===== config.mk =====
export PLATFORM = sky130hd
export DESIGN_NAME = utgr_seq
export DESIGN_NICKNAME = d
export VERILOG_FILES = /design/src/rtl/utgr_pkg.sv /design/src/rtl/utgr_seq.sv
export SDC_FILE = /design/constraint.sdc
export NUM_CORES = 1
export LEC_CHECK = 0
export BUFFER_PORTS_ARGS = -buffer_cell sky130_fd_sc_hd__buf_2
export CORE_MARGIN = 2
export CORE_UTILIZATION = 33
export CTS_CLUSTER_SIZE = 24
export DETAILED_ROUTE_END_ITERATION = 8
export SLEW_MARGIN = 5
export SYNTH_ARGS = -nofsm -noshare
export SYNTH_HDL_FRONTEND = slang
export SYNTH_SLANG_ARGS = --single-unit

===== constraint.sdc =====
create_clock -name clk -period 6.3 [get_ports clk]
set_input_delay 0.63 -clock clk [delete_from_list [all_inputs] [get_ports clk]]
set_output_delay 0.63 -clock clk [all_outputs]
set_load 0.005 [all_outputs]

===== src/rtl/utgr_pkg.sv =====
`timescale 1ns / 1ps
// ----------------------------------------------------------------------------
// utgr_pkg
// Shared constants, operation codes and sequencer types for the glyph renderer.
// ----------------------------------------------------------------------------
package utgr_pkg;
    localparam int FONT_BYTES_DEF      = 4096;
    localparam int MAX_GLYPH_WIDTH_DEF = 64;
    localparam int MAX_GLYPH_ROWS_DEF  = 64;

    localparam logic [1:0] OP_WRITE = 2'd0;
    localparam logic [1:0] OP_PEN   = 2'd1;
    localparam logic [1:0] OP_TEXT  = 2'd2;

    localparam logic [7:0] LEAD_TWO   = 8'h80;
    localparam logic [7:0] LEAD_THREE = 8'hE0;
    localparam logic [7:0] MASK_TWO   = 8'h1F;
    localparam logic [7:0] MASK_CONT  = 8'h3F;
    localparam logic [7:0] MASK_THREE = 8'h0F;

    // Request from the decoder to the glyph sequencer.
    typedef struct packed {
        logic        start;
        logic [15:0] code;
    } utgr_req_t;
endpackage


===== src/rtl/utgr_seq.sv =====
`timescale 1ns / 1ps
// ----------------------------------------------------------------------------
// utgr_seq
// Glyph sequencer: walks the font table, reads the header, emits bitmap rows.
// ----------------------------------------------------------------------------
module utgr_seq
    import utgr_pkg::*;
#(
    parameter int FONT_BYTES      = FONT_BYTES_DEF,
    parameter int MAX_GLYPH_WIDTH = MAX_GLYPH_WIDTH_DEF,
    parameter int MAX_GLYPH_ROWS  = MAX_GLYPH_ROWS_DEF,
    localparam int AW = $clog2(FONT_BYTES)
) (
    input  logic               clk,
    input  logic               rst_n,
    input  utgr_req_t          req,
    input  logic [11:0]        font_base,
    input  logic               pen_load,
    input  logic [9:0]         pen_x_in,
    input  logic [8:0]         pen_y_in,
    input  logic [23:0]        ink_in,
    output logic               busy,
    output logic [AW-1:0]      rd_addr,
    input  logic [7:0]         rd_data,
    output logic               out_valid,
    input  logic               out_stall,
    output logic signed [13:0] row_x,
    output logic signed [10:0] row_y,
    output logic [63:0]        row_bits,
    output logic [6:0]         row_width,
    output logic [23:0]        ink,
    output logic               glyph_missing,
    output logic               last
);
    localparam logic [3:0] S_IDLE = 4'd0, S_CNT0 = 4'd1, S_CNT1 = 4'd2, S_ENT = 4'd3,
        S_HDR = 4'd4, S_ROW = 4'd5, S_EMIT = 4'd6, S_WAIT = 4'd7;

    logic [3:0]  state_reg;
    logic        rv_reg;                  // a read was issued last cycle
    logic [2:0]  rsub_reg;                // byte index within entry or header
    logic [15:0] code_reg;
    logic [15:0] count_reg, idx_reg;
    logic [AW-1:0] ptr_reg;               // next byte address to read
    logic [7:0]  b0_reg, b1_reg, b2_reg;
    logic [7:0]  adv_reg, bw_reg, bh_reg, bx_reg, by_reg;
    logic [6:0]  h_reg, r_reg;
    logic [AW-1:0] rowaddr_reg;
    logic [3:0]  col_reg;                 // byte within row
    logic [63:0] bits_reg;
    logic [11:0] pen_x_reg;
    logic [8:0]  pen_y_reg;
    logic [23:0] ink_reg;
    logic        ov_reg;

    logic [6:0] w_sat, h_sat;
    logic [5:0] stride;
    assign w_sat  = (bw_reg > 8'(MAX_GLYPH_WIDTH)) ? 7'(MAX_GLYPH_WIDTH) : bw_reg[6:0];
    assign h_sat  = (bh_reg > 8'(MAX_GLYPH_ROWS)) ? 7'(MAX_GLYPH_ROWS) : bh_reg[6:0];
    assign stride = 6'(({1'b0, bw_reg} + 9'd7) >> 3);

    assign busy    = (state_reg != S_IDLE);
    assign rd_addr = ptr_reg;

    logic [63:0] width_mask;
    assign width_mask = (w_sat >= 7'd64) ? '1 : ((64'd1 << w_sat) - 64'd1);

    always_ff @(posedge clk or negedge rst_n)
    begin
        if (!rst_n)
        begin
            state_reg <= S_IDLE;
            ov_reg    <= 1'b0;
            rv_reg    <= 1'b0;
            pen_x_reg <= '0;
            pen_y_reg <= '0;
            ink_reg   <= '0;
        end
        else
        begin
            rv_reg <= 1'b0;
            if (ov_reg && !out_stall)
            begin
                ov_reg <= 1'b0;
            end
            if (pen_load)
            begin
                pen_x_reg <= {2'd0, pen_x_in};
                pen_y_reg <= pen_y_in;
                ink_reg   <= ink_in;
            end
            case (state_reg)
                S_IDLE:
                begin
                    if (req.start)
                    begin
                        code_reg  <= req.code;
                        ptr_reg   <= AW'(font_base);
                        rv_reg    <= 1'b1;
                        rsub_reg  <= 3'd0;
                        state_reg <= S_CNT0;
                    end
                end
                S_CNT0:
                begin
                    ptr_reg   <= AW'(font_base) + AW'(1);
                    rv_reg    <= 1'b1;
                    state_reg <= S_CNT1;
                end
                S_CNT1:
                begin
                    // rd_data holds count low byte now
                    b0_reg    <= rd_data;
                    state_reg <= S_ENT;
                    idx_reg   <= '0;
                    ptr_reg   <= AW'(font_base) + AW'(2);
                    rsub_reg  <= 3'd7;
                end
                S_ENT:
                begin
                    if (rsub_reg == 3'd7)
                    begin
                        count_reg <= {rd_data, b0_reg};
                        rsub_reg  <= 3'd0;
                        if ({rd_data, b0_reg} == 16'd0)
                        begin
                            state_reg <= S_WAIT;
                        end
                        else
                        begin
                            rv_reg  <= 1'b1;
                            ptr_reg <= ptr_reg + AW'(1);
                        end
                    end
                    else
                    begin
                        // one byte read per cycle; data for byte rsub arrives
                        case (rsub_reg)
                            3'd0: b0_reg <= rd_data;
                            3'd1: b1_reg <= rd_data;
                            3'd2: b2_reg <= rd_data;
                            default: ;
                        endcase
                        if (rsub_reg == 3'd3)
                        begin
                            if ({b1_reg, b0_reg} == code_reg)
                            begin
                                ptr_reg   <= AW'(font_base) + AW'({rd_data, b2_reg});
                                rv_reg    <= 1'b1;
                                rsub_reg  <= 3'd0;
                                state_reg <= S_HDR;
                            end
                            else if (idx_reg + 16'd1 == count_reg)
                            begin
                                state_reg <= S_WAIT;
                            end
                            else
                            begin
                                idx_reg  <= idx_reg + 16'd1;
                                rsub_reg <= 3'd0;
                                rv_reg   <= 1'b1;
                                ptr_reg  <= ptr_reg + AW'(1);
                            end
                        end
                        else
                        begin
                            rsub_reg <= rsub_reg + 3'd1;
                            rv_reg   <= 1'b1;
                            ptr_reg  <= ptr_reg + AW'(1);
                        end
                    end
                end
                S_HDR:
                begin
                    // The first cycle presents the header address; its bytes
                    // arrive in the cycle after their addresses.
                    case (rsub_reg)
                        3'd1: adv_reg <= rd_data;
                        3'd2: bw_reg  <= rd_data;
                        3'd3: bh_reg  <= rd_data;
                        3'd4: bx_reg  <= rd_data;
                        3'd5: by_reg  <= rd_data;
                        default: ;
                    endcase
                    ptr_reg <= ptr_reg + AW'(1);
                    if (rsub_reg == 3'd5)
                    begin
                        rowaddr_reg <= ptr_reg;
                        r_reg       <= '0;
                        state_reg   <= S_ROW;
                        col_reg     <= '0;
                        bits_reg    <= '0;
                        h_reg       <= 7'd0;
                    end
                    else
                    begin
                        rsub_reg <= rsub_reg + 3'd1;
                        rv_reg   <= 1'b1;
                    end
                end
                S_ROW:
                begin
                    // Fetch the needed bytes of one row, then emit it. A byte is
                    // captured once its address has passed ptr_reg and the RAM read register.
                    h_reg <= h_sat;
                    if (h_sat == 7'd0 || w_sat == 7'd0)
                    begin
                        state_reg <= S_EMIT;
                    end
                    else if (col_reg == 4'd0 && !rv_reg)
                    begin
                        ptr_reg <= rowaddr_reg;
                        rv_reg  <= 1'b1;
                        col_reg <= 4'd1;
                    end
                    else if (!rv_reg)
                    begin
                        for (int k = 0; k < 8; k++)
                        begin
                            bits_reg[{col_reg[2:0] - 3'd1, 3'(k)}] <= rd_data[7 - k];
                        end
                        if (col_reg == 4'((w_sat + 7'd7) >> 3))
                        begin
                            state_reg <= S_EMIT;
                        end
                        else
                        begin
                            ptr_reg <= ptr_reg + AW'(1);
                            rv_reg  <= 1'b1;
                            col_reg <= col_reg + 4'd1;
                        end
                    end
                end
                S_EMIT:
                begin
                    if (!ov_reg || !out_stall)
                    begin
                        ov_reg        <= 1'b1;
                        glyph_missing <= 1'b0;
                        row_x         <= 14'(signed'({2'd0, pen_x_reg})
                                         + 14'(signed'(bx_reg)));
                        row_y         <= 11'(signed'({2'd0, pen_y_reg})
                                         + 11'(signed'(by_reg)) + 11'(r_reg));
                        row_bits      <= (h_reg == 7'd0) ? '0 : (bits_reg & width_mask);
                        row_width     <= (h_reg == 7'd0) ? 7'd0 : w_sat;
                        ink           <= ink_reg;
                        if (h_reg == 7'd0 || r_reg + 7'd1 == h_reg)
                        begin
                            last      <= 1'b1;
                            pen_x_reg <= pen_x_reg + {4'd0, adv_reg};
                            state_reg <= S_IDLE;
                        end
                        else
                        begin
                            last        <= 1'b0;
                            r_reg       <= r_reg + 7'd1;
                            rowaddr_reg <= rowaddr_reg + AW'(stride);
                            col_reg     <= '0;
                            bits_reg    <= '0;
                            state_reg   <= S_ROW;
                        end
                    end
                end
                S_WAIT:
                begin
                    if (!ov_reg || !out_stall)
                    begin
                        ov_reg        <= 1'b1;
                        glyph_missing <= 1'b1;
                        last          <= 1'b1;
                        row_x         <= '0;
                        row_y         <= '0;
                        row_bits      <= '0;
                        row_width     <= '0;
                        ink           <= ink_reg;
                        state_reg     <= S_IDLE;
                    end
                end
                default: state_reg <= S_IDLE;
            endcase
        end
    end

    assign out_valid = ov_reg;

    a_hold: assert property (@(posedge clk) disable iff (!rst_n)
        ov_reg && out_stall |=> ov_reg)
        else $error("result dropped under stall");
    a_idle_req: assert property (@(posedge clk) disable iff (!rst_n)
        req.start |-> state_reg == S_IDLE)
        else $error("code point arrived while busy");
    a_miss_last: assert property (@(posedge clk) disable iff (!rst_n)
        ov_reg && glyph_missing |-> last)
        else $error("missing glyph result not final");
endmodule


==> results_dict.tcl <==
set metrics [dict create \
    via_per_inst 5.294 \
    cp_slowest_cell "nor2_4" \
    cts_buffer_depth 3 \
    setup_viol 0 \
    grt_setup_unrepaired "no" \
    antenna_found_initial 3 \
    overflow 0 \
    place_inst 2871 \
    start_util_pct 33.19 \
    cts_sinks 393 \
    crit_required_ns 6.53 \
    drt-total-wl_mm 60.70 \
    antenna_left 0 \
    p_leak_nw 9.427 \
    syn_nets 2038 \
    fill_cells 6307 \
    ir_drop_uv 165.7 \
    clockPowerShare_pct 36.5 \
    cap_violations 0 \
    ys_types 94 \
    cts_inserted_buffers 45 \
    layout.cells.non_filler 2958 \
    die_w_um 257.7 \
    globalRouteMet1Util_pct 23.32 \
    swShare_pct 28.22 \
    grt_util_met3_pct 2.827 \
    seq_area_frac_synth_pct 54.39 \
    use_met2_pct 30.20 \
    wl_per_cell_um 20.52 \
    dpl.hpwl_mm 41.90 \
    p_seq_share_pct 47.0 \
    finClkSkew_ns 0.02370 \
    p_sw_w 0.001952 \
    first_iter_violations 1350 \
    drive_gt1_share_pct 17.94 \
    gp_congestion 0.8880 \
    setup-tns-final_ns 0 \
    min_period_ns 4.070 \
    arrival_ns 4.30 \
    nNetsFinal 2225 \
    max_stage_delay_ns 0.86 \
    final_common_cell "edfxtp_1" \
    p_int_w 0.004965 \
    start_kind "flop" \
    grt_pass1_vias 15464 \
    cts.clk_slew.worst_paths_ns 0.06 \
    syn_area_mm2 0.02124 \
    endpoint_kind "flop" \
    syn_to_final_growth_pct 15.83 \
    placed_cell_area_mm2 0.02317 \
    core_mm2 0.06400 \
    worstMarginPinSlew_ns 1.168 \
    ios 220 \
    htreeDepth 2 \
    status "complete, no violations" \
    yosys_warnings 0 \
    grtUsageTotal_pct 17.87 \
    setup_slack_ns 2.230 \
    crit_chain "ha_1 -> nand3_1 -> nor2_1 -> xnor3_1 -> a31oi_2 -> o21ai_0 -> a211o_1 -> nor2_4 -> buf_4" \
    die-area_mm2 0.06641 \
    clock_latency_ns 0.58 \
    synthFlopType "edfxtp_1" \
    busiest_layer "met2" \
    cts_tree "done" \
    async_flop_share_pct 12.72 \
    drc_errors 0 \
    dpl_worst_slack_ns 2.210 \
    finalHoldViolCount 0 \
    clock-root-buffer "clkbuf_16" \
    powerDensity_mw_per_mm2 281.2 \
    crit_fanout 38 \
    grt_max_degree 75 \
    dr_total_vias 15660 \
    finalCritPeriodShare_pct 64.61 \
    layout_common_cells "343 x edfxtp_1, 219 x buf_2, 204 x nor2_1" \
    grt_pass1_wl_mm 92.65 \
    pwr-share-comb_pct 16.4 \
    syn_inst 1877 \
    report.final.slew_viol_count 0 \
    die_y_um 257.7 \
    port_buffers 219 \
    yosys_register_bits 393 \
    dr.pass1.iters 5 \
    rows 93 \
    clock.fmax_ghz 0.2457 \
    slew_headroom_pct 21.84 \
    syn-mean-instance-area_um2 11.32 \
    design_area_mm2 0.02460 \
    hold_path_class "in2reg" \
    crit_type "reg2reg" \
    synth_edf_count 343 \
]
## power by group through the flow
| stage | clock network, W | registers, W | logic [W] |
|---|---|---|---|
| after global routing | 0.00268 | 0.00327 | 0.00127 |
| after CTS | 0.00260 | 0.00325 | 0.00114 |
| after floorplan | 0 | 0.00322 | 0.000799 |
| final | 0.00253 | 0.00325 | 0.00114 |
| after detailed placement | 0 | 0.00330 | 0.00113 |
| after global placement | 0 | 0.00329 | 0.00111 |
## kinds of logic after synthesis
family	count (synthesis)	synth area share (%)
AO/OA/AOI/OAI	331	10.50
multiplexers	108	5.296
flip-flops	393	54.39
buffers and inverters	145	2.810
XOR/XNOR	120	5.337
AND/OR/NAND/NOR	703	16.71
adder cells (fa/ha/maj)	77	4.960
## routing by layer
layer  wire, um  share of wire (%)  vias up
li1           -                  -     7332
met3       3739                6.2       97
met2      29670                 49      548
met5          0                  0        -
met1      25560                 42     7683
met4       1718                2.8        0
## per-stage QoR
step / utilization [%] / hold WS, ns / total power [W]
final: 38.44 / 0.2287 / 0.006917
after floorplan: - / 0.3344 / 0.004016
after global placement: 36.20 / 0.4251 / 0.004403
after CTS: 38.43 / 0.1989 / 0.006982
after detailed placement: 36.20 / 0.4298 / 0.004427
after global routing: 38.44 / 0.2063 / 0.007229
## path summary, 6_finish.rpt
check,slack (ns),endpoint,startpoint,cells past startpoint
max reg2reg,2.23,bits_reg[30],r_reg[0],9
min reg2reg,0.44,ink[17],ink_reg[17],0
max in group asynchronous,4.70,pen_x_reg[2],rst_n,3
max,2.23,bits_reg[30],r_reg[0],9
min in group asynchronous,0.52,pen_x_reg[1],rst_n,2
min,0.23,code_reg[4],req[4],1
## what timing repair did
item	in CTS	in global routing
hold buffers	1	0
setup endpoints to repair	0	0
endpoints found under the hold margin	6	0
resized for setup	0	0
setup buffers	0	0
## Yosys cell counts, types with 21 or more instances
library cell	number	area share, %
edfxtp_1	343	48
mux2_2	35	1.9
mux2i_1	73	3.4
o21ai_0	57	1.3
and2_1	26	0.77
nand2_1	170	3.0
nor3_1	45	1.1
xor2_1	44	1.8
and3_1	48	1.4
a21oi_1	93	2.2
nor2_1	208	3.7
inv_1	46	0.81
nand3_1	43	1.0
clkbuf_1	69	1.2
xnor2_1	70	2.9
dfrtp_1	50	5.9
ha_1	65	3.8
nand4_1	21	0.62
nor2b_1	21	0.62
## critical path, delay by kind of cell, from the launching register on
| family | cells | cell delay [ns] |
|---|---|---|
| buffers and inverters | 1 | 0.49 |
| adder cells (fa/ha/maj) | 1 | 0.23 |
| AO/OA/AOI/OAI | 3 | 1.01 |
| flip-flops | 1 | 0.44 |
| AND/OR/NAND/NOR | 3 | 1.25 |
| XOR/XNOR | 1 | 0.27 |
## layout make-up
class / count / area, um2 / area share, %
inverter: 47 / 176.4 / 0.7171
clock buffer: 60 / 1202 / 4.888
tap: 855 / 1070 / 4.349
clock inverter: 24 / 217.7 / 0.8850
timing repair buffer: 238 / 1241 / 5.045
sequential: 393 / 11550 / 46.95
multi-input combinational: 1339 / 9138 / 37.14
antenna: 2 / 5.005 / 0.02034
Note: power is estimated with default switching activity, not from simulation.
