### src/rtl/utgr_pkg.sv
`timescale 1ns / 1ps
// ----------------------------------------------------------------------------
// utgr_pkg
// Shared constants, operation codes and sequencer types for the glyph renderer.
// ----------------------------------------------------------------------------
package utgr_pkg;
    localparam int FONT_BYTES_DEF      = 4096;
    localparam int MAX_GLYPH_WIDTH_DEF = 64;
    localparam int MAX_GLYPH_ROWS_DEF  = 64;

    localparam logic [1:0] OP_WRITE = 2'd0;
    localparam logic [1:0] OP_PEN   = 2'd1;
    localparam logic [1:0] OP_TEXT  = 2'd2;

    localparam logic [7:0] LEAD_TWO   = 8'h80;
    localparam logic [7:0] LEAD_THREE = 8'hE0;
    localparam logic [7:0] MASK_TWO   = 8'h1F;
    localparam logic [7:0] MASK_CONT  = 8'h3F;
    localparam logic [7:0] MASK_THREE = 8'h0F;

    // Request from the decoder to the glyph sequencer.
    typedef struct packed {
        logic        start;
        logic [15:0] code;
    } utgr_req_t;
endpackage

### src/rtl/utgr_decode.sv
`timescale 1ns / 1ps
// ----------------------------------------------------------------------------
// utgr_decode
// UTF-8 byte decoder: collects lead and continuation bytes into code points.
// ----------------------------------------------------------------------------
module utgr_decode
    import utgr_pkg::*;
(
    input  logic       clk,
    input  logic       rst_n,
    input  logic       clear,
    input  logic       byte_valid,
    input  logic [7:0] byte_in,
    output utgr_req_t  req
);
    logic [15:0] partial_reg, partial_next;
    logic [1:0]  pending_reg, pending_next;
    utgr_req_t   req_c;

    always_comb
    begin
        partial_next = partial_reg;
        pending_next = pending_reg;
        req_c        = '0;
        if (clear)
        begin
            partial_next = '0;
            pending_next = '0;
        end
        else if (byte_valid)
        begin
            if (pending_reg == 2'd0)
            begin
                if (byte_in < LEAD_TWO)
                begin
                    req_c.start = (byte_in != 8'd0);
                    req_c.code  = {8'd0, byte_in};
                end
                else if (byte_in < LEAD_THREE)
                begin
                    partial_next = {5'd0, byte_in[4:0] & MASK_TWO[4:0], 6'd0};
                    pending_next = 2'd1;
                end
                else
                begin
                    partial_next = {byte_in[3:0] & MASK_THREE[3:0], 12'd0};
                    pending_next = 2'd2;
                end
            end
            else if (pending_reg == 2'd2)
            begin
                partial_next = partial_reg | {4'd0, byte_in[5:0] & MASK_CONT[5:0], 6'd0};
                pending_next = 2'd1;
            end
            else
            begin
                req_c.code   = partial_reg | {10'd0, byte_in[5:0] & MASK_CONT[5:0]};
                req_c.start  = (req_c.code != 16'd0);
                partial_next = '0;
                pending_next = '0;
            end
        end
    end

    assign req = req_c;

    always_ff @(posedge clk or negedge rst_n)
    begin
        if (!rst_n)
        begin
            partial_reg <= '0;
            pending_reg <= '0;
        end
        else
        begin
            partial_reg <= partial_next;
            pending_reg <= pending_next;
        end
    end

    always_ff @(posedge clk or negedge rst_n)
    begin
        if (!rst_n)
        begin
        end
        else
        begin
            a_pend_range: assert (pending_reg != 2'd3)
                else $error("decoder pending count out of range");
        end
    end
    a_clear: assert property (@(posedge clk) disable iff (!rst_n)
        clear |=> pending_reg == 2'd0)
        else $error("decoder not cleared");
    a_start: assert property (@(posedge clk) disable iff (!rst_n)
        req.start |-> byte_valid && !clear)
        else $error("code point without a byte");
endmodule

### config.mk
export PLATFORM = sky130hd
export DESIGN_NAME = utgr_decode
export DESIGN_NICKNAME = d
export VERILOG_FILES = /design/src/rtl/utgr_pkg.sv /design/src/rtl/utgr_decode.sv
export SDC_FILE = /design/constraint.sdc
export NUM_CORES = 1
export LEC_CHECK = 0
export BUFFER_PORTS_ARGS = -buffer_cell sky130_fd_sc_hd__buf_2
export CAP_MARGIN = 20
export CORE_MARGIN = 3
export CORE_UTILIZATION = 31
export DETAILED_ROUTE_END_ITERATION = 8
export PLACE_DENSITY = 0.6
export SYNTH_ARGS = -nofsm -noshare
export SYNTH_HDL_FRONTEND = slang
export SYNTH_SLANG_ARGS = --single-unit
### constraint.sdc
create_clock -name clk -period 1.2 [get_ports clk]
set_input_delay 0.12 -clock clk [delete_from_list [all_inputs] [get_ports clk]]
set_output_delay 0.12 -clock clk [all_outputs]
set_load 0.02 [all_outputs]
==> results of run 1 <==
## Yosys cell counts, types with 2 or more instances
master                       n
sky130_fd_sc_hd__nand4_1     2
sky130_fd_sc_hd__o2111ai_1   5
sky130_fd_sc_hd__o32ai_1     4
sky130_fd_sc_hd__clkbuf_1    2
sky130_fd_sc_hd__inv_1      14
sky130_fd_sc_hd__buf_6       3
sky130_fd_sc_hd__a22o_1      2
sky130_fd_sc_hd__and3_1     10
sky130_fd_sc_hd__dfrtp_1    12
sky130_fd_sc_hd__and2_1      7
sky130_fd_sc_hd__nor3_1      2
sky130_fd_sc_hd__nor4_1      4
sky130_fd_sc_hd__o31ai_1     5
sky130_fd_sc_hd__o21a_1      2
## layout by cell type, fill, tap and decap left out, types with 2 or more instances in the layout
master / instances
sky130_fd_sc_hd__nor4_2: 3
sky130_fd_sc_hd__buf_2: 12
sky130_fd_sc_hd__nor3_1: 2
sky130_fd_sc_hd__o32ai_2: 3
sky130_fd_sc_hd__buf_4: 22
sky130_fd_sc_hd__nand4_1: 2
sky130_fd_sc_hd__o31ai_2: 3
sky130_fd_sc_hd__dfrtp_1: 11
sky130_fd_sc_hd__and2_4: 7
sky130_fd_sc_hd__and3_4: 9
sky130_fd_sc_hd__inv_1: 13
sky130_fd_sc_hd__buf_6: 22
sky130_fd_sc_hd__o2111ai_1: 3
sky130_fd_sc_hd__a22o_1: 2
sky130_fd_sc_hd__o2111ai_2: 2
sky130_fd_sc_hd__clkbuf_4: 3
## report_power, final
group	switching (mW)	internal, mW
registers	0.0158	0.418
logic	0.147	0.145
clock network	0.144	0.184
## worst max-delay path: stages (launching register included)
cell and delay [ns]:
sky130_fd_sc_hd__dfrtp_1 0.39, sky130_fd_sc_hd__nor4_2 0.29, sky130_fd_sc_hd__nand4_1 0.13, sky130_fd_sc_hd__a22o_1 0.20
sky130_fd_sc_hd__buf_2 0.15
## cells by family (layout without fill, tap and decap cells)
family | count (synthesis) | count (layout) | share of synthesized area
buf+inv | 19 | 75 | 0.119
simple gates | 33 | 33 | 0.270
compound gates | 23 | 23 | 0.229
flops | 12 | 12 | 0.382
## cell type report
type / instances / area (um^2) / area share
sequential: 12 / 302 / 0.207
timing repair buffer: 57 / 483 / 0.332
tap: 28 / 35.0 / 0.0241
clock buffer: 4 / 36.3 / 0.0249
multi-input combinational: 56 / 548 / 0.376
inverter: 14 / 52.6 / 0.0361
## per-layer routing
metal | part of all wire | wire, um | vias to the layer above | GRT usage
li1 | - | - | 436 | -
met1 | 0.43 | 1240 | 474 | 0.235
met2 | 0.52 | 1500 | 31 | 0.292
met3 | 0.047 | 137 | 2 | 0.0414
met4 | 0.0086 | 25 | 0 | 0.0373
met5 | 0 | 0 | - | 0
## worst paths after layout
| kind | startpoint | to | slack (ns) | cells past startpoint |
|---|---|---|---|---|
| max | partial_reg[10]$_DFFE_PN0P_ | req[16] | -0.35 | 4 |
| min | byte_in[2] | partial_reg[14]$_DFFE_PN0P_ | 0.15 | 3 |
| max reg2reg | pending_reg[0]$_DFFE_PN0P_ | partial_reg[11]$_DFFE_PN0P_ | -0.06 | 4 |
| min reg2reg | partial_reg[14]$_DFFE_PN0P_ | partial_reg[14]$_DFFE_PN0P_ | 0.60 | 2 |
| max in group asynchronous | rst_n | pending_reg[0]$_DFFE_PN0P_ | 0.69 | 2 |
| min in group asynchronous | rst_n | partial_reg[7]$_DFFE_PN0P_ | 0.26 | 2 |
## through the flow
| step | instances | hold slack [ns] | setup TNS, ns |
|---|---|---|---|
| floorplan | 87 | -0.176 | 0 |
| global placement | 162 | 0.0184 | -0.196 |
| detailed placement | 162 | 0.0222 | -0.334 |
| CTS | 172 | 0.128 | -3.25 |
| global route | 171 | 0.121 | -3.49 |
| finish | 171 | 0.147 | -2.89 |
## timing repair
item | 4_1_cts | 5_1_grt
endpoints found under the setup margin | 21 | 26
hold buffers | 1 | 0
pin swaps | 17 | 1
resized for setup | 58 | 16
setup buffers | 5 | 2
hold endpoints to repair | 12 | 0
==> metrics.log, run 1 <==
[metrics] count of synthesis-stage warnings from yosys: 0
[metrics] critical path capture point type: output pin
[metrics] average footprint of a synthesized cell: a little over 9 um^2
[metrics] Slew headroom: 0.778
[metrics] kind of critical path: flop to output pin
[metrics] antenna cell count: 0
[metrics] Area contributors post-synth: sky130_fd_sc_hd__dfrtp_1 38%, sky130_fd_sc_hd__and3_1 7.9%, sky130_fd_sc_hd__inv_1 6.7%
[metrics] leakage power total: between 0.6 and 0.7 nW
[metrics] Least-Margin Pin Slew: around 0.33 ns
[metrics] number of cell rows: 17
[metrics] count of input and output buffers: 28
[metrics] Final #Nets: around 160
[metrics] register bit total from synthesis: 12
[metrics] Tightest Hold Check Type: primary input to flop
[metrics] antenna violation net count after detailed routing: 0
[metrics] library cells used by synthesis: 27
[metrics] DRC marker count from the first detailed-route iteration: 20
[metrics] horizontal die dimension: 56.4 um
[metrics] cell taking the most area after synthesis: sky130_fd_sc_hd__dfrtp_1
[metrics] Layout Utilization: 0.628
[metrics] Slew Limit Fails: 0
[metrics] via count of the first global-routing pass: 891
[metrics] number of antenna violations at the first check in global routing: 0
[metrics] CTS HTree Levels: 1
[metrics] power per cell area: 723 nW/um^2
[metrics] proportion of layout cells with a drive suffix above 1: 0.657
[metrics] number of enable-type register cells in the synthesized netlist: 0
[metrics] least setup slack across all paths after layout: -0.352 ns
[metrics] clock tree from TritonCTS: yes
[metrics] number of fillers in the final layout: around 180
[metrics] critical-path maximum fanout: 2
[metrics] fraction of synthesis flops using an asynchronous set or reset pin: 1.00
[metrics] total wirelength of the detailed-routed design: 2900 um
[metrics] crit path DAT: around 1.4 ns
[metrics] die area: ~3200 um^2
[metrics] status: complete, but fails checks
[metrics] global-route wire length before repair: around 4500 um
[metrics] failing checks: negative setup slack
[metrics] Max Clk Rate: approximately 640 MHz
[metrics] setup repair after global routing missed its margin: true
[metrics] Bufs on Longest Clock Path: 2
[metrics] post-CTS clock slew at the launch and capture registers of the worst setup and hold paths: 0.08 ns
[metrics] final worst path period need: about 1.6 ns
[metrics] share of the clock period used by the worst path: 1.29
[metrics] Worst Setup Start Kind: flop
[metrics] cts bufs inserted: 3
[metrics] routed length per instance: between 15 and 20 um
[metrics] post-synth net total: 99
[metrics] final weighted congestion in routability-driven placement: 0.917
[metrics] setup clock skew after layout: between 0.0007 and 0.0008 ns
[metrics] vias after detailed routing: 943
[metrics] dominant synthesized flop cell: sky130_fd_sc_hd__dfrtp_1
[metrics] clk root buf: sky130_fd_sc_hd__clkbuf_4
[metrics] netlist area before placement: 787 um^2
[metrics] number of max-cap violations: 0
[metrics] GR Util All Layers: 0.177
[metrics] overflow left after global routing: 0
[metrics] Syn-to-layout area delta: 85.1%
[metrics] total clock sinks: 12
[metrics] clock latency on the worst-skew pair: ~0.27 ns
[metrics] # IOs: 29
[metrics] Core Box Area: ~2300 um^2
[metrics] area of placed instances: 1100 um^2
[metrics] pre-CTS setup slack: -0.130 ns
[metrics] maximum number of pins on one net before global-route repair: 13
[metrics] post-layout instance area: around 1500 um^2
[metrics] effective utilization at floorplan: 0.339
[metrics] Gate Count Post-Synth: 87
[metrics] number of flip-flops under the largest register name: 10
[metrics] portion of the post-synthesis area used by sequential elements: 0.382
[metrics] remaining routing DRC violations: 0
[metrics] HPWL after DPL: roughly 1900 um
[metrics] share of Yosys cell area claimed by the top area cell type: 0.382
[metrics] Crit path required time: between 1 and 1.5 ns
[metrics] number of hold violations in the final report: 0
[metrics] worst vdd rail ir drop: between 0.7 and 0.8 mV
[metrics] Total Power Consumption: about 1.1 mW
[metrics] Final Setup Violations: 20
[metrics] DR vias/cell: 5.51
[metrics] first drt pass iteration count: 4
[metrics] y dimension of the die: between 50 and 60 um
Power figures use the tool's default switching activity.
==> run 2, diff against run 1 <==
--- a/config.mk
+++ b/config.mk
@@ -8,9 +8,10 @@
 export BUFFER_PORTS_ARGS = -buffer_cell sky130_fd_sc_hd__buf_2
 export CAP_MARGIN = 20
 export CORE_MARGIN = 3
-export CORE_UTILIZATION = 31
+export CORE_UTILIZATION = 25
+export CTS_BUF_LIST = sky130_fd_sc_hd__clkbuf_2 sky130_fd_sc_hd__clkbuf_4 sky130_fd_sc_hd__clkbuf_8
 export DETAILED_ROUTE_END_ITERATION = 8
-export PLACE_DENSITY = 0.6
+export PLACE_DENSITY = 0.52
 export SYNTH_ARGS = -nofsm -noshare
 export SYNTH_HDL_FRONTEND = slang
 export SYNTH_SLANG_ARGS = --single-unit
==> metrics.log, run 2 (same netlist as run 1, synthesis figures left out) <==
[metrics] number of placed instances, taps included: 172 (+6.2%)
[metrics] kind of critical path: flop to output pin
[metrics] Max Clk Rate: 640 MHz (-0.68%)
[metrics] HPWL after DPL: 1930 um (-0.77%)
[metrics] post-layout instance area: 1430 um^2 (-1.6%)
[metrics] Slew headroom: 0.570 (-0.208)
[metrics] status: complete, but fails checks
[metrics] total clock sinks: 12 (unchanged)
[metrics] setup repair after global routing missed its margin: true
[metrics] count of input and output buffers: 28 (unchanged)
[metrics] global-route wire length before repair: 4610 um (+2.8%)
[metrics] most common library cell in the layout ignoring fill and taps: sky130_fd_sc_hd__buf_6
[metrics] maximum number of pins on one net before global-route repair: 13 (unchanged)
[metrics] number of max-cap violations: 0 (unchanged)
[metrics] share of the clock period used by the worst path: 1.30 (+0.00881)
[metrics] routed length per instance: 15.0 um (-11%)
[metrics] most used cells in the layout excluding fill and tap cells: 22 x sky130_fd_sc_hd__buf_6, 18 x sky130_fd_sc_hd__buf_4, 13 x sky130_fd_sc_hd__inv_1
[metrics] clock tree from TritonCTS: yes
[metrics] Sw Pwr: 0.283 mW (-7.5%)
[metrics] CTS HTree Levels: 1 (unchanged)
[metrics] worst vdd rail ir drop: 0.229 mV (-69%)
[metrics] cell type group with the largest total delay on the critical path: simple AND/OR/NAND/NOR gates
[metrics] remaining routing DRC violations: 0 (unchanged)
[metrics] final worst path period need: 1.56 ns (+0.0106 ns)
[metrics] critical path cell sequence: nor4_2 > nand4_1 > a22o_1 > buf_2
[metrics] net switching fraction of the power: 0.299 (+0.00762)
[metrics] proportion of layout cells with a drive suffix above 1: 0.633 (-0.0242)
[metrics] Final #Nets: 153 (-1.9%)
[metrics] Bufs on Longest Clock Path: 2 (unchanged)
[metrics] number of hold violations in the final report: 0 (unchanged)
[metrics] number of flip-flops under the largest register name: 10 (unchanged)
[metrics] total wirelength of the detailed-routed design: 2720 um (-6.0%)
[metrics] clock share of power: 0.256 (-0.055)
[metrics] non-filler instance count after layout: 181 (+5.8%)
[metrics] Syn-to-layout area delta: 82.0%
[metrics] clk root buf: sky130_fd_sc_hd__clkbuf_4
[metrics] final weighted congestion in routability-driven placement: 0.805 (-12%)
[metrics] crit path DAT: 1.44 ns (about the same)
[metrics] antenna cell count: 0 (unchanged)
[metrics] power per cell area: 663 nW/um^2 (-8.4%)
[metrics] critical path capture point type: output pin
[metrics] slowest stage cell, crit path: sky130_fd_sc_hd__dfrtp_1
[metrics] least setup slack across all paths after layout: -0.363 ns (-0.0106 ns)
[metrics] aggregate negative setup slack: -2.57 ns (+0.314 ns)
[metrics] number of fillers in the final layout: 266 (+45%)
[metrics] failing checks: negative setup slack
[metrics] Layout Utilization: 0.498 (-0.130)
[metrics] Internal: 0.666 mW (-11%)
[metrics] Core Box Area: 2880 um^2 (+24%)
[metrics] Crit path required time: 1.08 ns (about the same)
[metrics] die area: 3860 um^2 (+21%)
[metrics] horizontal die dimension: 62.1 um (+10%)
[metrics] number of cell rows: 19 (+2)
[metrics] number of antenna violations at the first check in global routing: 0 (unchanged)
[metrics] critical-path maximum fanout: 2 (unchanged)
[metrics] clock latency on the worst-skew pair: 0.27 ns (about the same)
[metrics] antenna violation net count after detailed routing: 0 (unchanged)
[metrics] area of the multi-input gates: 549 um^2 (+0.23%)
[metrics] cts bufs inserted: 3 (unchanged)
[metrics] post-CTS clock slew at the launch and capture registers of the worst setup and hold paths: 0.07 ns (about the same)
[metrics] Tightest Hold Check Type: primary input to flop
[metrics] Total Power Consumption: 0.949 mW (-9.9%)
[metrics] Slew Limit Fails: 0 (unchanged)
[metrics] vias after detailed routing: 915 (-3.0%)
[metrics] first drt pass iteration count: 4 (unchanged)
[metrics] GR Util All Layers: 0.146 (-0.0307)
[metrics] Least-Margin Pin Slew: 0.643 ns (+0.314 ns)
[metrics] y dimension of the die: 62.1 um (+10%)
[metrics] setup clock skew after layout: 0.00159 ns (+0.000870 ns)
[metrics] sequential cell fraction of total power: 0.456 (+0.044)
[metrics] area of placed instances: 1090 um^2 (-1.1%)
[metrics] Largest stage delay, worst path: 0.41 ns (+0.02 ns)
[metrics] effective utilization at floorplan: 0.274 (-0.0659)
[metrics] Worst Setup Start Kind: flop
[metrics] FF+latch area: 303 um^2 (+0.41%)
[metrics] DR vias/cell: 5.06 (-8.3%)
[metrics] combined buffer and inverter count along the critical path: 1 (unchanged)
[metrics] worst setup slack for register-to-register paths: -0.10 ns (-0.04 ns)
[metrics] via count of the first global-routing pass: 951 (+6.7%)
[metrics] Comb pwr share: 0.288 (+0.011)
[metrics] overflow left after global routing: 0 (unchanged)
[metrics] DRC marker count from the first detailed-route iteration: 31 (+55%)
[metrics] # IOs: 29 (unchanged)
[metrics] Final Setup Violations: 18 (-10%)
[metrics] leakage power total: 0.649 nW (-4.0%)
-- run 2: cell count changes in the layout (fill, tap and decap cells not counted), sizes merged --
cell,before,now
o21a,2,3
buf,56,52
clkbuf,4,3
-- run 2: worst reg2reg max path: stages, from the launching register on --
cell	delay (ns)
sky130_fd_sc_hd__dfrtp_2	0.48
sky130_fd_sc_hd__buf_6	0.15
sky130_fd_sc_hd__or3_1	0.36
sky130_fd_sc_hd__a31oi_1	0.14
sky130_fd_sc_hd__nor3_1	0.07
-- run 2: path summary, 6_finish.rpt --
check / from / cells past startpoint / to
worst max-delay path: partial_reg[7]$_DFFE_PN0P_ / 4 / req[16]
max in group asynchronous: rst_n / 2 / pending_reg[1]$_DFFE_PN0P_
min in group asynchronous: rst_n / 2 / pending_reg[0]$_DFFE_PN0P_
worst min register to register: partial_reg[13]$_DFFE_PN0P_ / 2 / partial_reg[13]$_DFFE_PN0P_
worst min-delay path: byte_in[2] / 3 / partial_reg[14]$_DFFE_PN0P_
worst max register to register: pending_reg[0]$_DFFE_PN0P_ / 4 / partial_reg[11]$_DFFE_PN0P_
-- run 2: layout make-up --
cell class,count,share of cell area
Tap cell,42,0.0367
Sequential cell,12,0.211
Inverter,14,0.0367
Multi-Input combinational cell,57,0.383
Clock buffer,3,0.0157
Timing Repair Buffer,53,0.316
-- run 2: power groups by stage --
stage	logic [mW]	clock network [mW]	registers, mW
floorplan	0.100	0	0.434
global placement	0.202	0	0.436
detailed placement	0.205	0	0.437
CTS	0.251	0.251	0.431
global route	0.297	0.258	0.434
finish	0.274	0.243	0.433
-- run 2: metal layers --
layer | wire (um) | vias up | GRT usage
met3 | 101 | 2 | 0.00901
met4 | 21 | 0 | 0.0497
met5 | 0 | - | 0
met2 | 1420 | 25 | 0.253
met1 | 1180 | 457 | 0.194
li1 | - | 431 | -
-- run 2: repair_timing --
action                                 4_1_cts  5_1_grt
hold buffers                                 1        0
buffers inserted                             5        6
resized for setup                           59       18
setup endpoints to repair                   21       29
pin swaps                                   18       13
cloned                                       0        1
endpoints found under the hold margin       12        0
-- run 2: per-stage QoR --
| stage | worst slack [ns] | hold slack, ns |
|---|---|---|
| floorplan | 0.0803 | -0.176 |
| global placement | -0.105 | 0.0152 |
| detailed placement | -0.139 | 0.0166 |
| CTS | -0.394 | 0.141 |
| global route | -0.427 | 0.155 |
| finish | -0.363 | 0.144 |
==> run 3, diff against run 2 <==
--- a/config.mk
+++ b/config.mk
@@ -11,7 +11,7 @@
 export CORE_UTILIZATION = 25
 export CTS_BUF_LIST = sky130_fd_sc_hd__clkbuf_2 sky130_fd_sc_hd__clkbuf_4 sky130_fd_sc_hd__clkbuf_8
 export DETAILED_ROUTE_END_ITERATION = 8
-export PLACE_DENSITY = 0.52
+export PLACE_DENSITY = 0.53
 export SYNTH_ARGS = -nofsm -noshare
 export SYNTH_HDL_FRONTEND = slang
 export SYNTH_SLANG_ARGS = --single-unit
==> metrics.log, run 3 (same netlist as run 1, synthesis figures left out) <==
[metrics] status: complete, but fails checks
[metrics] failing checks: negative setup slack
[metrics] most used cells in the layout excluding fill and tap cells: 23 x sky130_fd_sc_hd__buf_6, 18 x sky130_fd_sc_hd__buf_4, 13 x sky130_fd_sc_hd__inv_1
[metrics] routed length per instance: 16.0 um (+6.3%)
[metrics] worst vdd rail ir drop: 0.307 mV (+34%)
[metrics] kind of critical path: flop to output pin
[metrics] worst flop-to-flop path startpoint: pending_reg[1]$_DFFE_PN0P_
[metrics] # IOs: 29 (unchanged)
[metrics] total wirelength of the detailed-routed design: 2930 um (+7.5%)
[metrics] Bufs on Longest Clock Path: 2 (unchanged)
[metrics] aggregate negative setup slack: -3.05 ns (-0.480 ns)
[metrics] antenna cell count: 0 (unchanged)
[metrics] Least-Margin Pin Slew: 0.386 ns (-0.257 ns)
[metrics] clk root buf: sky130_fd_sc_hd__clkbuf_4
[metrics] number of fillers in the final layout: 268 (+0.75%)
[metrics] Worst Hold End: partial_reg[10]$_DFFE_PN0P_
[metrics] effective utilization at floorplan: 0.274 (unchanged)
[metrics] setup clock skew after layout: 0.00990 ns (+0.00831 ns)
[metrics] number of placed instances, taps included: 173 (+0.58%)
[metrics] proportion of layout cells with a drive suffix above 1: 0.709 (+0.0761)
[metrics] start point of the worst hold path: byte_in[4]
[metrics] remaining routing DRC violations: 0 (unchanged)
[metrics] HPWL after DPL: 1940 um (+0.94%)
[metrics] post-CTS clock slew at the launch and capture registers of the worst setup and hold paths: 0.08 ns (about the same)
[metrics] antenna violation net count after detailed routing: 0 (unchanged)
[metrics] clock latency on the worst-skew pair: 0.28 ns (about the same)
[metrics] share of the clock period used by the worst path: 1.35 (+0.0440)
[metrics] cts bufs inserted: 3 (unchanged)
[metrics] Slew headroom: 0.740 (+0.170)
[metrics] number of cell rows: 19 (unchanged)
[metrics] pre-CTS setup slack: -0.135 ns (+0.00426 ns)
[metrics] count of input and output buffers: 28 (unchanged)
[metrics] Crit path required time: 1.08 ns (about the same)
[metrics] y dimension of the die: 62.1 um (unchanged)
[metrics] critical-path maximum fanout: 2 (unchanged)
[metrics] clock tree from TritonCTS: yes
[metrics] power per cell area: 697 nW/um^2 (+5.1%)
[metrics] Worst Setup Start Kind: flop
[metrics] horizontal die dimension: 62.1 um (unchanged)
[metrics] first drt pass iteration count: 4 (unchanged)
[metrics] DR vias/cell: 5.21 (+3.0%)
[metrics] Final Setup Violations: 23 (+5)
[metrics] Final #Nets: 154 (+0.65%)
[metrics] most common library cell in the layout ignoring fill and taps: sky130_fd_sc_hd__buf_6
[metrics] maximum number of pins on one net before global-route repair: 14 (+1)
[metrics] leakage power total: 0.678 nW (+4.5%)
[metrics] Max Clk Rate: 619 MHz (-3.3%)
[metrics] clock share of power: 0.304 (+0.048)
[metrics] Internal: 0.754 mW (+13%)
[metrics] final worst path period need: 1.62 ns (+0.0528 ns)
[metrics] Syn-to-layout area delta: 95.5%
[metrics] Comb pwr share: 0.291 (+0.003)
[metrics] least setup slack across all paths after layout: -0.416 ns (-0.0528 ns)
[metrics] GR Util All Layers: 0.147 (+0.00120)
[metrics] non-filler instance count after layout: 183 (+1.1%)
[metrics] crit path DAT: 1.50 ns (+0.06 ns)
[metrics] R2R Path End: partial_reg[11]$_DFFE_PN0P_
[metrics] overflow left after global routing: 0 (unchanged)
[metrics] final weighted congestion in routability-driven placement: 0.851 (+5.7%)
[metrics] worst setup slack for register-to-register paths: -0.11 ns (about the same)
[metrics] Tightest Hold Check Type: primary input to flop
[metrics] global-route wire length before repair: 4510 um (-2.3%)
[metrics] setup repair after global routing missed its margin: true
[metrics] number of flip-flops under the largest register name: 10 (unchanged)
[metrics] Sw Pwr: 0.319 mW (+12%)
[metrics] number of hold violations in the final report: 0 (unchanged)
[metrics] number of antenna violations at the first check in global routing: 0 (unchanged)
[metrics] via count of the first global-routing pass: 886 (-6.8%)
[metrics] Worst Hold Depth: 3 (unchanged)
[metrics] number of max-cap violations: 0 (unchanged)
[metrics] Core Box Area: 2880 um^2 (unchanged)
[metrics] die area: 3860 um^2 (unchanged)
[metrics] R2R depth: 4 (unchanged)
[metrics] net switching fraction of the power: 0.297 (-0.00149)
[metrics] vias after detailed routing: 953 (+4.2%)
[metrics] DRC marker count from the first detailed-route iteration: 25 (-19%)
[metrics] Slew Limit Fails: 0 (unchanged)
[metrics] sequential cell fraction of total power: 0.405 (-0.051)
[metrics] total clock sinks: 12 (unchanged)
[metrics] CTS HTree Levels: 1 (unchanged)
[metrics] critical path capture point type: output pin
## run 3: final cells by class
class                   instances  area [um^2]  share of cell area
multi-input cells              57          631               0.410
repair buffers                 54          464               0.302
flip-flops and latches         12          303               0.197
inverters                      14         52.6              0.0341
well taps                      42         52.6              0.0341
clock buffers                   4         36.3              0.0236
## run 3: repair_timing
item,in CTS,in global routing
resized for setup,69,18
hold endpoints to repair,12,0
buffers inserted,3,2
endpoints found under the setup margin,20,28
gates cloned,0,1
hold buffers,1,0
pin swaps,22,4
## run 3: layer usage
layer	track usage	wire, um	vias to the layer above
li1	-	-	433
met1	0.209	1290	462
met2	0.222	1400	46
met3	0.0126	155	12
met4	0.0801	83	0
met5	0	0	-
## run 3: how the worst max path moves through the flow
stage                                 from                           to  slack (ns)  cells after the start
6_report       partial_reg[13]$_DFFE_PN0P_                      req[16]       -0.42                      4
5_1_grt        partial_reg[13]$_DFFE_PN0P_                      req[16]       -0.50                      4
4_1_cts        partial_reg[13]$_DFFE_PN0P_                      req[16]       -0.40                      4
3_5_place_dp    partial_reg[6]$_DFFE_PN0P_                      req[16]       -0.13                      4
3_3_place_gp    partial_reg[6]$_DFFE_PN0P_                      req[16]       -0.08                      4
2_1_floorplan   pending_reg[1]$_DFFE_PN0P_  partial_reg[11]$_DFFE_PN0P_        0.08                      4
## run 3: worst max-delay path, cell delays in order, from the launching register on
cell and delay (ns):
sky130_fd_sc_hd__dfrtp_1 0.40, sky130_fd_sc_hd__nor4_2 0.33, sky130_fd_sc_hd__nand4_1 0.14, sky130_fd_sc_hd__a22o_1 0.21
sky130_fd_sc_hd__buf_2 0.16
## run 3: through the flow
stage | power, mW | hold WS, ns | instance area (um^2) | utilization
6_report | 1.07 | 0.156 | 1540 | 0.535
2_1_floorplan | 0.534 | -0.176 | 787 | -
3_5_place_dp | 0.649 | 0.0265 | 1100 | 0.381
5_1_grt | 1.13 | 0.169 | 1540 | 0.535
4_1_cts | 1.04 | 0.143 | 1410 | 0.491
3_3_place_gp | 0.646 | 0.0202 | 1100 | 0.381
## run 3: power by group through the flow
stage	sequential (mW)	clock (mW)	combinational (mW)
2_1_floorplan	0.434	0	0.100
3_3_place_gp	0.438	0	0.208
3_5_place_dp	0.439	0	0.210
4_1_cts	0.433	0.341	0.266
5_1_grt	0.436	0.360	0.335
6_report	0.434	0.326	0.312
